$ cat config.mk
export PLATFORM = sky130hd
export DESIGN_NAME = byte_counter_rate_meter_unit
export DESIGN_NICKNAME = d
export VERILOG_FILES = /design/src/rtl/bcrm_pkg.sv /design/src/rtl/bcrm_ctrl.sv /design/src/rtl/bcrm_dp.sv /design/src/rtl/byte_counter_rate_meter_unit.sv
export SDC_FILE = /design/constraint.sdc
export NUM_CORES = 2
export LEC_CHECK = 0
export BUFFER_PORTS_ARGS = -buffer_cell sky130_fd_sc_hd__buf_2
export CAP_MARGIN = 10
export CORE_ASPECT_RATIO = 0.9
export CORE_UTILIZATION = 35
export DETAILED_ROUTE_END_ITERATION = 10
export GPL_ROUTABILITY_DRIVEN = 0
export GPL_TIMING_DRIVEN = 0
export PLACE_DENSITY = 0.51
export SLEW_MARGIN = 25
export SYNTH_ARGS = -nofsm -noshare
export SYNTH_HDL_FRONTEND = slang
export SYNTH_HIERARCHICAL = 1
export SYNTH_SLANG_ARGS = --single-unit
$ cat constraint.sdc
create_clock -name clock -period 12.5 [get_ports clock]
set_input_delay 0.625 -clock clock [delete_from_list [all_inputs] [get_ports clock]]
set_output_delay 0.625 -clock clock [all_outputs]
set_load 0.1 [all_outputs]
$ cat src/rtl/bcrm_pkg.sv
// Shared types and constants for the byte counter rate meter.
`default_nettype none
package bcrm_pkg;

   localparam int SLOT_COUNT_DEFAULT = 16;

   // Field widths of the beats
   localparam int SLOT_W    = 4;
   localparam int COUNT_W   = 32;
   localparam int ELAPSED_W = 24;
   localparam int REQ_TDATA_W = 96;
   localparam int RSP_TDATA_W = 72;

   // 100 * delta needs 39 bits, so does the quotient before saturation
   localparam int NUM_W     = COUNT_W + 7;
   localparam int DIV_STEPS = NUM_W;
   localparam int CNT_W     = $clog2(DIV_STEPS + 1);

   localparam logic [COUNT_W-1:0] RATE_MAX = '1;

   localparam logic ACTION_SAMPLE = 1'b0;
   localparam logic ACTION_ROUND  = 1'b1;
   localparam logic KIND_RATES    = 1'b0;
   localparam logic KIND_TOTALS   = 1'b1;

   typedef struct packed {
      logic capture;    // latch the request beat, start baseline read
      logic end_round;  // unprime unseen slots, clear seen flags
      logic wr_base;    // store new readings as baseline
      logic load_div;   // load deltas * 100 into the dividers
      logic div_step;   // one quotient bit per divider
      logic emit;       // load the response register
   } cmd_type;

   typedef struct packed {
      logic action;
      logic slot_ok;
      logic primed;
      logic out_free;
   } status_type;

endpackage : bcrm_pkg
`default_nettype wire

$ cat src/rtl/bcrm_ctrl.sv
// Sequencer for the byte counter rate meter.
`default_nettype none
module bcrm_ctrl
   import bcrm_pkg::*;
(
   input  wire logic       clock,
   input  wire logic       reset,
   input  wire logic       req_tvalid,
   output logic            req_tready,
   input  wire status_type st,
   output cmd_type         cmd
);

   typedef enum logic [1:0] {S_IDLE, S_DECODE, S_DIV, S_EMIT} state_type;

   state_type        state_ff, state_in;
   logic [CNT_W-1:0] cnt_ff, cnt_in;

   assign req_tready = (state_ff == S_IDLE);

   always_comb begin
      cmd      = '0;
      state_in = state_ff;
      cnt_in   = cnt_ff;
      case (state_ff)
         S_IDLE: begin
            if (req_tvalid) begin
               cmd.capture = 1'b1;
               state_in    = S_DECODE;
            end
         end
         S_DECODE: begin
            if (st.action == ACTION_ROUND) begin
               cmd.end_round = 1'b1;
               state_in      = S_EMIT;
            end else if (!st.slot_ok) begin
               state_in = S_IDLE;
            end else if (!st.primed) begin
               cmd.wr_base = 1'b1;
               state_in    = S_IDLE;
            end else begin
               cmd.wr_base  = 1'b1;
               cmd.load_div = 1'b1;
               cnt_in       = '0;
               state_in     = S_DIV;
            end
         end
         S_DIV: begin
            cmd.div_step = 1'b1;
            cnt_in       = cnt_ff + 1'b1;
            if (cnt_ff == CNT_W'(DIV_STEPS - 1)) begin
               state_in = S_EMIT;
            end
         end
         S_EMIT: begin
            // hold until the response register is free
            if (st.out_free) begin
               cmd.emit = 1'b1;
               state_in = S_IDLE;
            end
         end
         default: begin
            state_in = S_IDLE;
         end
      endcase
   end

   always_ff @(posedge clock) begin
      if (reset) begin
         state_ff <= S_IDLE;
         cnt_ff   <= '0;
      end else begin
         state_ff <= state_in;
         cnt_ff   <= cnt_in;
      end
   end

endmodule : bcrm_ctrl
`default_nettype wire

$ cat src/rtl/bcrm_dp.sv
// Datapath: baseline store, slot flags, two bit-serial dividers, totals, response register.
`default_nettype none
module bcrm_dp
   import bcrm_pkg::*;
#(
   parameter int SLOT_COUNT = SLOT_COUNT_DEFAULT
) (
   input  wire logic                   clock,
   input  wire logic                   reset,
   input  wire cmd_type                cmd,
   output status_type                  st,
   input  wire logic [REQ_TDATA_W-1:0] req_tdata,
   input  wire logic                   req_tuser,
   output logic                        rsp_tvalid,
   input  wire logic                   rsp_tready,
   output logic [RSP_TDATA_W-1:0]      rsp_tdata,
   output logic                        rsp_tuser
);

   localparam int IDX_W = (SLOT_COUNT > 1) ? $clog2(SLOT_COUNT) : 1;

   // Captured request beat
   logic                 action_ff;
   logic [SLOT_W-1:0]    slot_ff;
   logic [COUNT_W-1:0]   in_ff, out_ff;
   logic [ELAPSED_W-1:0] elapsed_ff;

   // Baseline memory: {out reading, in reading}
   logic [2*COUNT_W-1:0] base_mem [SLOT_COUNT];
   logic [2*COUNT_W-1:0] base_rd_ff;

   logic [SLOT_COUNT-1:0] valid_ff, seen_ff;

   logic [NUM_W-1:0]     qa_ff, qb_ff;
   logic [ELAPSED_W:0]   ra_ff, rb_ff;
   logic [COUNT_W-1:0]   tot_in_ff, tot_out_ff;

   logic                   rsp_valid_ff;
   logic                   rsp_kind_ff;
   logic [SLOT_W-1:0]      rsp_slot_ff;
   logic [COUNT_W-1:0]     rsp_rin_ff, rsp_rout_ff;

   logic [IDX_W-1:0]   req_idx, idx;
   logic [COUNT_W-1:0] d_in, d_out;
   logic [NUM_W-1:0]   num_in, num_out;
   logic [ELAPSED_W:0] sa, sb;
   logic               ga, gb;
   logic [COUNT_W-1:0] rate_in, rate_out;
   logic [COUNT_W:0]   sum_in, sum_out;

   assign req_idx = IDX_W'(req_tdata[SLOT_W-1:0]);
   assign idx     = IDX_W'(slot_ff);

   function automatic logic [NUM_W-1:0] times100(input logic [COUNT_W-1:0] d);
      logic [NUM_W-1:0] e;
      e = NUM_W'(d);
      return (e << 6) + (e << 5) + (e << 2);
   endfunction

   // Quotient above 32 bits saturates; zero elapsed time gives zero
   function automatic logic [COUNT_W-1:0] sat_rate(input logic [NUM_W-1:0] q,
                                                   input logic zero_div);
      logic [COUNT_W-1:0] r;
      if (zero_div) begin
         r = '0;
      end else if (q[NUM_W-1:COUNT_W] != '0) begin
         r = RATE_MAX;
      end else begin
         r = q[COUNT_W-1:0];
      end
      return r;
   endfunction

   assign d_in    = in_ff  - base_rd_ff[COUNT_W-1:0];
   assign d_out   = out_ff - base_rd_ff[2*COUNT_W-1:COUNT_W];
   assign num_in  = times100(d_in);
   assign num_out = times100(d_out);

   // Restoring division step: shift in next dividend bit, subtract if it fits
   assign sa = {ra_ff[ELAPSED_W-1:0], qa_ff[NUM_W-1]};
   assign sb = {rb_ff[ELAPSED_W-1:0], qb_ff[NUM_W-1]};
   assign ga = (sa >= {1'b0, elapsed_ff});
   assign gb = (sb >= {1'b0, elapsed_ff});

   assign rate_in  = sat_rate(qa_ff, elapsed_ff == '0);
   assign rate_out = sat_rate(qb_ff, elapsed_ff == '0);
   assign sum_in   = {1'b0, tot_in_ff}  + {1'b0, rate_in};
   assign sum_out  = {1'b0, tot_out_ff} + {1'b0, rate_out};

   assign st.action   = action_ff;
   assign st.slot_ok  = (32'(slot_ff) < SLOT_COUNT);
   assign st.primed   = valid_ff[idx];
   assign st.out_free = !rsp_valid_ff || rsp_tready;

   always_ff @(posedge clock) begin
      if (cmd.capture) begin
         action_ff  <= req_tuser;
         slot_ff    <= req_tdata[SLOT_W-1:0];
         in_ff      <= req_tdata[SLOT_W +: COUNT_W];
         out_ff     <= req_tdata[SLOT_W+COUNT_W +: COUNT_W];
         elapsed_ff <= req_tdata[SLOT_W+2*COUNT_W +: ELAPSED_W];
         base_rd_ff <= base_mem[req_idx];
      end
      if (cmd.wr_base) begin
         base_mem[idx] <= {out_ff, in_ff};
      end
      if (cmd.load_div) begin
         qa_ff <= num_in;
         qb_ff <= num_out;
         ra_ff <= '0;
         rb_ff <= '0;
      end else if (cmd.div_step) begin
         qa_ff <= {qa_ff[NUM_W-2:0], ga};
         qb_ff <= {qb_ff[NUM_W-2:0], gb};
         ra_ff <= ga ? (sa - {1'b0, elapsed_ff}) : sa;
         rb_ff <= gb ? (sb - {1'b0, elapsed_ff}) : sb;
      end
      if (cmd.emit) begin
         rsp_kind_ff <= action_ff;
         if (action_ff == ACTION_ROUND) begin
            rsp_slot_ff <= '0;
            rsp_rin_ff  <= tot_in_ff;
            rsp_rout_ff <= tot_out_ff;
         end else begin
            rsp_slot_ff <= slot_ff;
            rsp_rin_ff  <= rate_in;
            rsp_rout_ff <= rate_out;
         end
      end
   end

   always_ff @(posedge clock) begin
      if (reset) begin
         valid_ff     <= '0;
         seen_ff      <= '0;
         tot_in_ff    <= '0;
         tot_out_ff   <= '0;
         rsp_valid_ff <= 1'b0;
      end else begin
         if (cmd.end_round) begin
            valid_ff <= valid_ff & seen_ff;
            seen_ff  <= '0;
         end else if (cmd.wr_base) begin
            valid_ff[idx] <= 1'b1;
            seen_ff[idx]  <= 1'b1;
         end
         if (cmd.emit) begin
            rsp_valid_ff <= 1'b1;
            if (action_ff == ACTION_ROUND) begin
               tot_in_ff  <= '0;
               tot_out_ff <= '0;
            end else begin
               tot_in_ff  <= sum_in[COUNT_W]  ? RATE_MAX : sum_in[COUNT_W-1:0];
               tot_out_ff <= sum_out[COUNT_W] ? RATE_MAX : sum_out[COUNT_W-1:0];
            end
         end else if (rsp_tready) begin
            rsp_valid_ff <= 1'b0;
         end
      end
   end

   assign rsp_tvalid = rsp_valid_ff;
   assign rsp_tuser  = rsp_kind_ff;
   assign rsp_tdata  = {(RSP_TDATA_W - SLOT_W - 2*COUNT_W)'(0),
                        rsp_rout_ff, rsp_rin_ff, rsp_slot_ff};

endmodule : bcrm_dp
`default_nettype wire

$ cat src/rtl/byte_counter_rate_meter_unit.sv
// Top level of the byte counter rate meter.
//
// Meters byte throughput for up to SLOT_COUNT interfaces from raw 32-bit counter
// samples. A sample beat (tuser 0) for an unprimed slot only stores the readings;
// on a primed slot it emits floor(100 * delta / elapsed) bytes per second for each
// direction, saturated to 32 bits, and zero when elapsed is zero. An end-of-round
// beat (tuser 1) unprimes slots not sampled during the round and emits the round's
// saturating totals with slot 0. One item is worked at a time: a metered sample
// passes through accept, decode, 39 steps of the two bit-serial dividers and emit,
// an end-of-round beat through accept, decode and emit, a priming or out-of-range
// sample through accept and decode; emit waits while a previous response is still held on rsp_tvalid.
`default_nettype none
module byte_counter_rate_meter_unit
   import bcrm_pkg::*;
#(
   parameter int SLOT_COUNT = SLOT_COUNT_DEFAULT
) (
   input  wire logic                   clock,
   input  wire logic                   reset,
   input  wire logic                   req_tvalid,
   output logic                        req_tready,
   // slot[3:0], bytes_in_count[35:4], bytes_out_count[67:36],
   // elapsed_hundredths[91:68], zero[95:92]
   input  wire logic [REQ_TDATA_W-1:0] req_tdata,
   // action[0]
   input  wire logic                   req_tuser,
   output logic                        rsp_tvalid,
   input  wire logic                   rsp_tready,
   // result_slot[3:0], rate_in[35:4], rate_out[67:36], zero[71:68]
   output logic [RSP_TDATA_W-1:0]      rsp_tdata,
   // result_kind[0]
   output logic                        rsp_tuser
);

   cmd_type    cmd;
   status_type st;

   bcrm_ctrl u_ctrl (
      .clock      (clock),
      .reset      (reset),
      .req_tvalid (req_tvalid),
      .req_tready (req_tready),
      .st         (st),
      .cmd        (cmd)
   );

   bcrm_dp #(
      .SLOT_COUNT (SLOT_COUNT)
   ) u_dp (
      .clock      (clock),
      .reset      (reset),
      .cmd        (cmd),
      .st         (st),
      .req_tdata  (req_tdata),
      .req_tuser  (req_tuser),
      .rsp_tvalid (rsp_tvalid),
      .rsp_tready (rsp_tready),
      .rsp_tdata  (rsp_tdata),
      .rsp_tuser  (rsp_tuser)
   );

   // Totals always carry slot zero
   assert property (@(posedge clock) disable iff (reset)
      rsp_tvalid && (rsp_tuser == KIND_TOTALS) |-> (rsp_tdata[SLOT_W-1:0] == '0))
      else $error("round totals with nonzero slot");

   // Rates only for slots in range
   assert property (@(posedge clock) disable iff (reset)
      rsp_tvalid && (rsp_tuser == KIND_RATES) |-> (32'(rsp_tdata[SLOT_W-1:0]) < SLOT_COUNT))
      else $error("rates for out-of-range slot");

   // One item at a time: no accept right after an accept
   assert property (@(posedge clock) disable iff (reset)
      req_tvalid && req_tready |=> !req_tready)
      else $error("back-to-back accept");

   // A new response is only loaded into a free register
   assert property (@(posedge clock) disable iff (reset)
      cmd.emit |-> st.out_free)
      else $error("response overwritten");

endmodule : byte_counter_rate_meter_unit
`default_nettype wire
Word-level counts from Yosys, hierarchy flattened
Memory sizes are Yosys's and may differ from the RTL's. A register that Yosys moved wholly into a read port is not among the register bits.
Cells that the tools add are included.
Storage, ports and cells
  flip-flop bits (word level): 393
  RAM bits: 1024
  bits of input ports: 101
  logic and storage cells: 106
  memories: 1
Memory list
  u_dp.base_mem: words 16, width 64, read ports 1, clocked after Yosys merged registers in 1, write ports 1, line bcrm_dp.sv:29  | logic [2*COUNT_W-1:0] base_mem [SLOT_COUNT];
Cells by class
  add/subtract/negate cells: 11
  $lt $le $gt $ge: 4
  equal/unequal tests: 9
  mux-type cells: 44
  bitwise operators: 3
  reduce and logical (&&, ||, !) cells: 14
Operators with widths (count)
  two-way mux 32 bit: 10
  two-way mux 39 bit: 4
  adder 38 x 37 -> 39 bit: 2
  adder 39 x 34 -> 39 bit: 2
  adder 32 x 32 -> 33 bit: 2
  subtractor 32 bit: 2
  >= comparator 25 x 24 -> 1 bit: 2
  two-way mux 24 bit: 2
  subtractor 24 bit: 2
  two-way mux 16 bit: 2
  bitwise OR 16 bit: 2
  zero test 24 bit: 1
  AND 16 bit: 1
  nonzero test 7 bit: 2
  two-way mux 1 bit: 13
  two-way mux 2 bit: 6
  two-way mux 6 bit: 2
  case mux 6 bit (2 select lines): 1
  case mux 2 bit (4 select lines): 1
  nonzero test 2 bit: 4
  adder 6 x 1 -> 6 bit (second input constant): 1
  equality test 6 bit (second input constant): 1
  != test 2 bit (second input constant): 3
  AND reduction 3 bit: 2
  other kinds (13): 15

Logic depth before layout (Yosys ltp)
  depth after elaboration: 7
  gate-level depth with buffers: 28
  depth with buffers taken out: 27

Hierarchy
The synthesis kept the hierarchy.
Modules (own cells, without submodules)
  bcrm_dp: instances 1, cells each 4607, area each 69504.2 sq um, sequential area each 42781.0 sq um
  bcrm_ctrl: instances 1, cells each 54, area each 490.5 sq um, sequential area each 160.2 sq um

Worst setup path before layout
OpenSTA, ideal clock, no wires.
  kind: input -> register
  start: input port req_tvalid
  end: register u_dp.action_ff, enable pin
  setup time: 0.899 ns
  arrival: 11.879 ns
  path slack: -0.278 ns
  stages: 1
  path buffers: 0
  cells stage by stage: nor3b_1
Between the ends
  cells in the longest elaborated chain, start to end: 2
Ends and longest elaborated chain
  start: declaration: line byte_counter_rate_meter_unit.sv:20  | input wire logic req_tvalid,
  two-way mux 1 bit: line bcrm_ctrl.sv:27  | if (req_tvalid) begin
  two-way mux 1 bit: line bcrm_ctrl.sv:25  | case (state_ff)
  end signal: assignment: line bcrm_dp.sv:97  | action_ff <= req_tuser;
  end: declaration: line bcrm_dp.sv:23  | logic action_ff;
Every way passes these cells.
A chain may end at the register's enable or synchronous reset.

Final worst setup path
  start: register u_dp.out_ff[0]
  end: register u_dp.qb_ff[35] (data pin)
Between the ends
  cells in the longest elaborated chain, start to end: 4
Ends and longest elaborated chain
  start: declaration: line bcrm_dp.sv:25  | logic [COUNT_W-1:0] in_ff, out_ff;
  start signal: assignment: line bcrm_dp.sv:100  | out_ff <= req_tdata[SLOT_W+COUNT_W +: COUNT_W];
  subtractor 32 bit (*): line bcrm_dp.sv:75  | assign d_out = out_ff - base_rd_ff[2*COUNT_W-1:COUNT_W];
  adder 38 x 37 -> 39 bit: line bcrm_dp.sv:57  | return (e << 6) + (e << 5) + (e << 2);
  adder 39 x 34 -> 39 bit (*): line bcrm_dp.sv:57
  two-way mux 39 bit (*): line bcrm_dp.sv:107  | if (cmd.load_div) begin
  end signal: assignment: line bcrm_dp.sv:109  | qb_ff <= num_out;
  end signal: assignment: line bcrm_dp.sv:114  | qb_ff <= {qb_ff[NUM_W-2:0], gb};
  end: declaration: line bcrm_dp.sv:34  | logic [NUM_W-1:0] qa_ff, qb_ff;
Every way passes the cells marked *; elsewhere a longest branch is shown, timed or not.

==> flow_summary.yaml <==
outcome:
  outcome: "completed"
synth:
  synth-seq-area-share: 0.6135
  synth_area_leaders: "edfxtp_1 57%, mux4_2 10%, ha_1 5.1%"
  async_reset_ff_frac: 0
  synth_top_area_cell: "edfxtp_1"
  synth_edf_count: 1328
  netlist_instances: 4661
  yosys-top-cells-count: "1328 x edfxtp_1, 325 x mux4_2, 288 x ha_1, 261 x nand2_1, 250 x a21oi_1"
  synth_flop_cell: "edfxtp_1"
  ys_seq_elements: 1481
  synth.avg_cell_area_um2: 15.02
  netlist_area_mm2: 0.06999
  ys.warnings.count: 6
  yosys.area.top_type_share: 0.5697
  ys_types: 117
  synth_most_common_cell: "edfxtp_1"
critical_path:
  cp_slowest_stage_delay_ns: 0.73
  critPathKind: "flop to flop"
  crit_family: "compound AO/OA/AOI/OAI gates"
  critPathArrivalTime_ns: 7.64
  crit_path_end_kind: "flop"
  crit_path_start: "u_dp/out_ff[0]"
  crit_required_ns: 13.06
  crit_fanout: 17
  worst-path-buf-inv: 4
  critPathSlowestCell: "xnor2_1"
  start_kind: "flop"
  r2r_start: "u_dp/out_ff[0]"
job:
  cap_violations: 0
power:
  seq_power_share: 0.366
  p_clk_frac: 0.305
  leakagePower_nw: 29.79
  p_sw_frac: 0.3355
  p_total_w: 0.01569
  power.internal_w: 0.01043
  switchingPower_w: 0.005264
  comb_power_share: 0.328
  irDropWorstVdd_mv: 0.1193
  pwr_density_cell_mw_per_mm2: 189.7
grt:
  antenna_found_initial: 2
  overflow: 0
  grt_util_all_layers: 0.1860
  grt_pass1_vias: 41930
  grt_pass1_wl_um: 279500
  grt_max_degree: 49
cells_and_area:
  syn2layout_area_growth_pct: 18.18
  final_nets: 5624
  drive_gt1_frac: 0.2126
routing:
  drtAntennaViolNets: 0
  wirelength_um: 188100
  drtIter0Drc: 3308
  via_per_inst: 5.231
  vias: 41920
  drt-wirelength-per-cell_um: 23.48
  dr.pass1.iters: 8
  drc_errors: 0
timing:
  slew_violations: 0
  worst_slew_pin_slew_ns: 1.044
  hold_viol: 0
  fin_crit_ns: 7.087
  finClkSkew_ns: 0.06909
  period_share: 0.5670
  grt_setup_unrepaired: "no"
  fmax_mhz: 141.1
  hold_slack_ns: 0.04620
  worst_slew_margin_rel: 0.3037
  setup_viol_count_final: 0
floorplan:
  start_util: 0.3528
  die_area_mm2: 0.2018
  pin_count: 176
  die_h_um: 426.2
  dieWidth_um: 473.4
  coreArea_mm2: 0.1984
  rows: 155
clock_tree:
  cts_tree: "yes"
  cts_root_buffer: "clkbuf_16"
  postCtsSetupRepairBufs: 0
  cts_sinks: 1481
  path_clk_slew_ns: 0.06
  cts_buffers: 164
  ctsLongestPathBuffers: 3
  insertion_delay_ns: 0.84
  cts_hold_buf: 82
  htree_levels: 4
  ctsResizeCount: 0
placed_design:
  dpl.hpwl_um: 134400
  io_buffers: 167
min_path:
  hp-class: "input pin to flop"
  min_from: "req_tdata[6]"
==> placed cells by master, fill, tap and decap left out, types with 18 or more instances in the layout <==
cell,Yosys,layout
a211oi_1,45,45
nand2_1,261,260
nand3_1,35,35
nand2b_1,40,40
edfxtp_1,1328,1328
dfxtp_1,153,153
clkbuf_1,133,148
buf_16,0,41
nand4_1,29,29
buf_2,10,194
fa_1,24,24
buf_4,8,51
a21o_1,168,168
clkinv_2,0,33
buf_6,4,27
buf_1,38,18
inv_1,201,201
mux4_2,325,325
o21a_1,102,102
clkbuf_16,0,165
o21bai_1,31,31
dlygate4sd3_1,0,82
nor2_1,207,195
nor3_1,47,43
mux2_2,113,113
a21oi_1,250,250
or3_1,21,21
clkinv_1,0,29
xnor2_1,128,128
xor2_1,97,97
o31ai_1,19,19
ha_1,288,288
nor2b_1,46,46
a31oi_1,22,22
o21ai_1,53,53
o21ai_0,142,142
==> final cells by class <==
cell class              instances  area [um^2]
clock buffers                 196         4275
well taps                    2669         3339
repair buffers                381         3827
flip-flops and latches       1481        42940
inverters                     202        758.2
multi-input cells            2788        25650
fillers                     18000       115700
plain buffers                 193        838.3
clock inverters               102         1082
diodes                          2        5.005
==> cell families after synthesis <==
group,count (synthesis),synth area share
other,2,0.0001073
adders and majority gates,312,0.05835
buffers and inverters,395,0.02222
xor gates and xnor gates,233,0.03001
AOI/OAI and AO/OA,994,0.09631
DFF,1481,0.6135
muxes,455,0.1252
and+or+nand+nor,789,0.05431
==> per-layer routing <==
layer	vias up	GRT usage	routed length, um
met4	0	0.04267	3544
met1	21360	0.2736	89890
met3	235	0.02860	9563
met2	1040	0.2881	85130
met5	-	0	0
li1	19290	-	-
==> worst paths after layout <==
check	end	slack, ns	cells after the start
worst max-delay path	u_dp/qb_ff[35]	5.41	28
worst min-delay path	u_dp/in_ff[2]	0.05	1
worst max register to register	u_dp/qb_ff[35]	5.41	28
worst min register to register	u_dp/tot_out_ff[10]	0.45	2
==> flip-flops by register name, indices dropped and copies added (netlist names), 39 cells and up, named ones only <==
signal           flops
u_dp/base_rd_ff     64
u_dp/base_mem     1024
u_dp/qb_ff          39
u_dp/qa_ff          39
==> power by group through the flow <==
| stage | logic [W] | clock network, W | registers (W) |
|---|---|---|---|
| floorplan | 0.00385 | 0 | 0.00581 |
| global placement | 0.00505 | 0 | 0.00587 |
| detailed placement | 0.00508 | 0 | 0.00585 |
| CTS | 0.00515 | 0.00492 | 0.00575 |
| global route | 0.00571 | 0.00510 | 0.00577 |
| finish | 0.00515 | 0.00479 | 0.00575 |
==> per-stage QoR <==
step / utilization / std cells / cell area [um^2] / setup WS [ns] / TNS, ns
after floorplan: - / 4664 / 70010 / 5.309 / 0
after global placement: 0.3739 / 7500 / 74190 / -2.273 / -549.20
after detailed placement: 0.3857 / 7631 / 76520 / 5.470 / 0
after CTS: 0.4168 / 8011 / 82700 / 5.435 / 0
after global routing: 0.4169 / 8012 / 82710 / 4.827 / 0
final: 0.4169 / 8014 / 82720 / 5.413 / 0
==> worst register-to-register path: cells and delay by family (launching register included) <==
family | cells | cell delay (ns)
AO/OA/AOI/OAI | 13 | 2.63
adder cells (fa/ha/maj) | 4 | 1.07
buffers and inverters | 4 | 0.74
multiplexers | 1 | 0.27
XOR/XNOR | 3 | 1.03
AND/OR/NAND/NOR | 3 | 0.43
flip-flops | 1 | 0.64
Note: power is estimated with default switching activity, not from simulation.
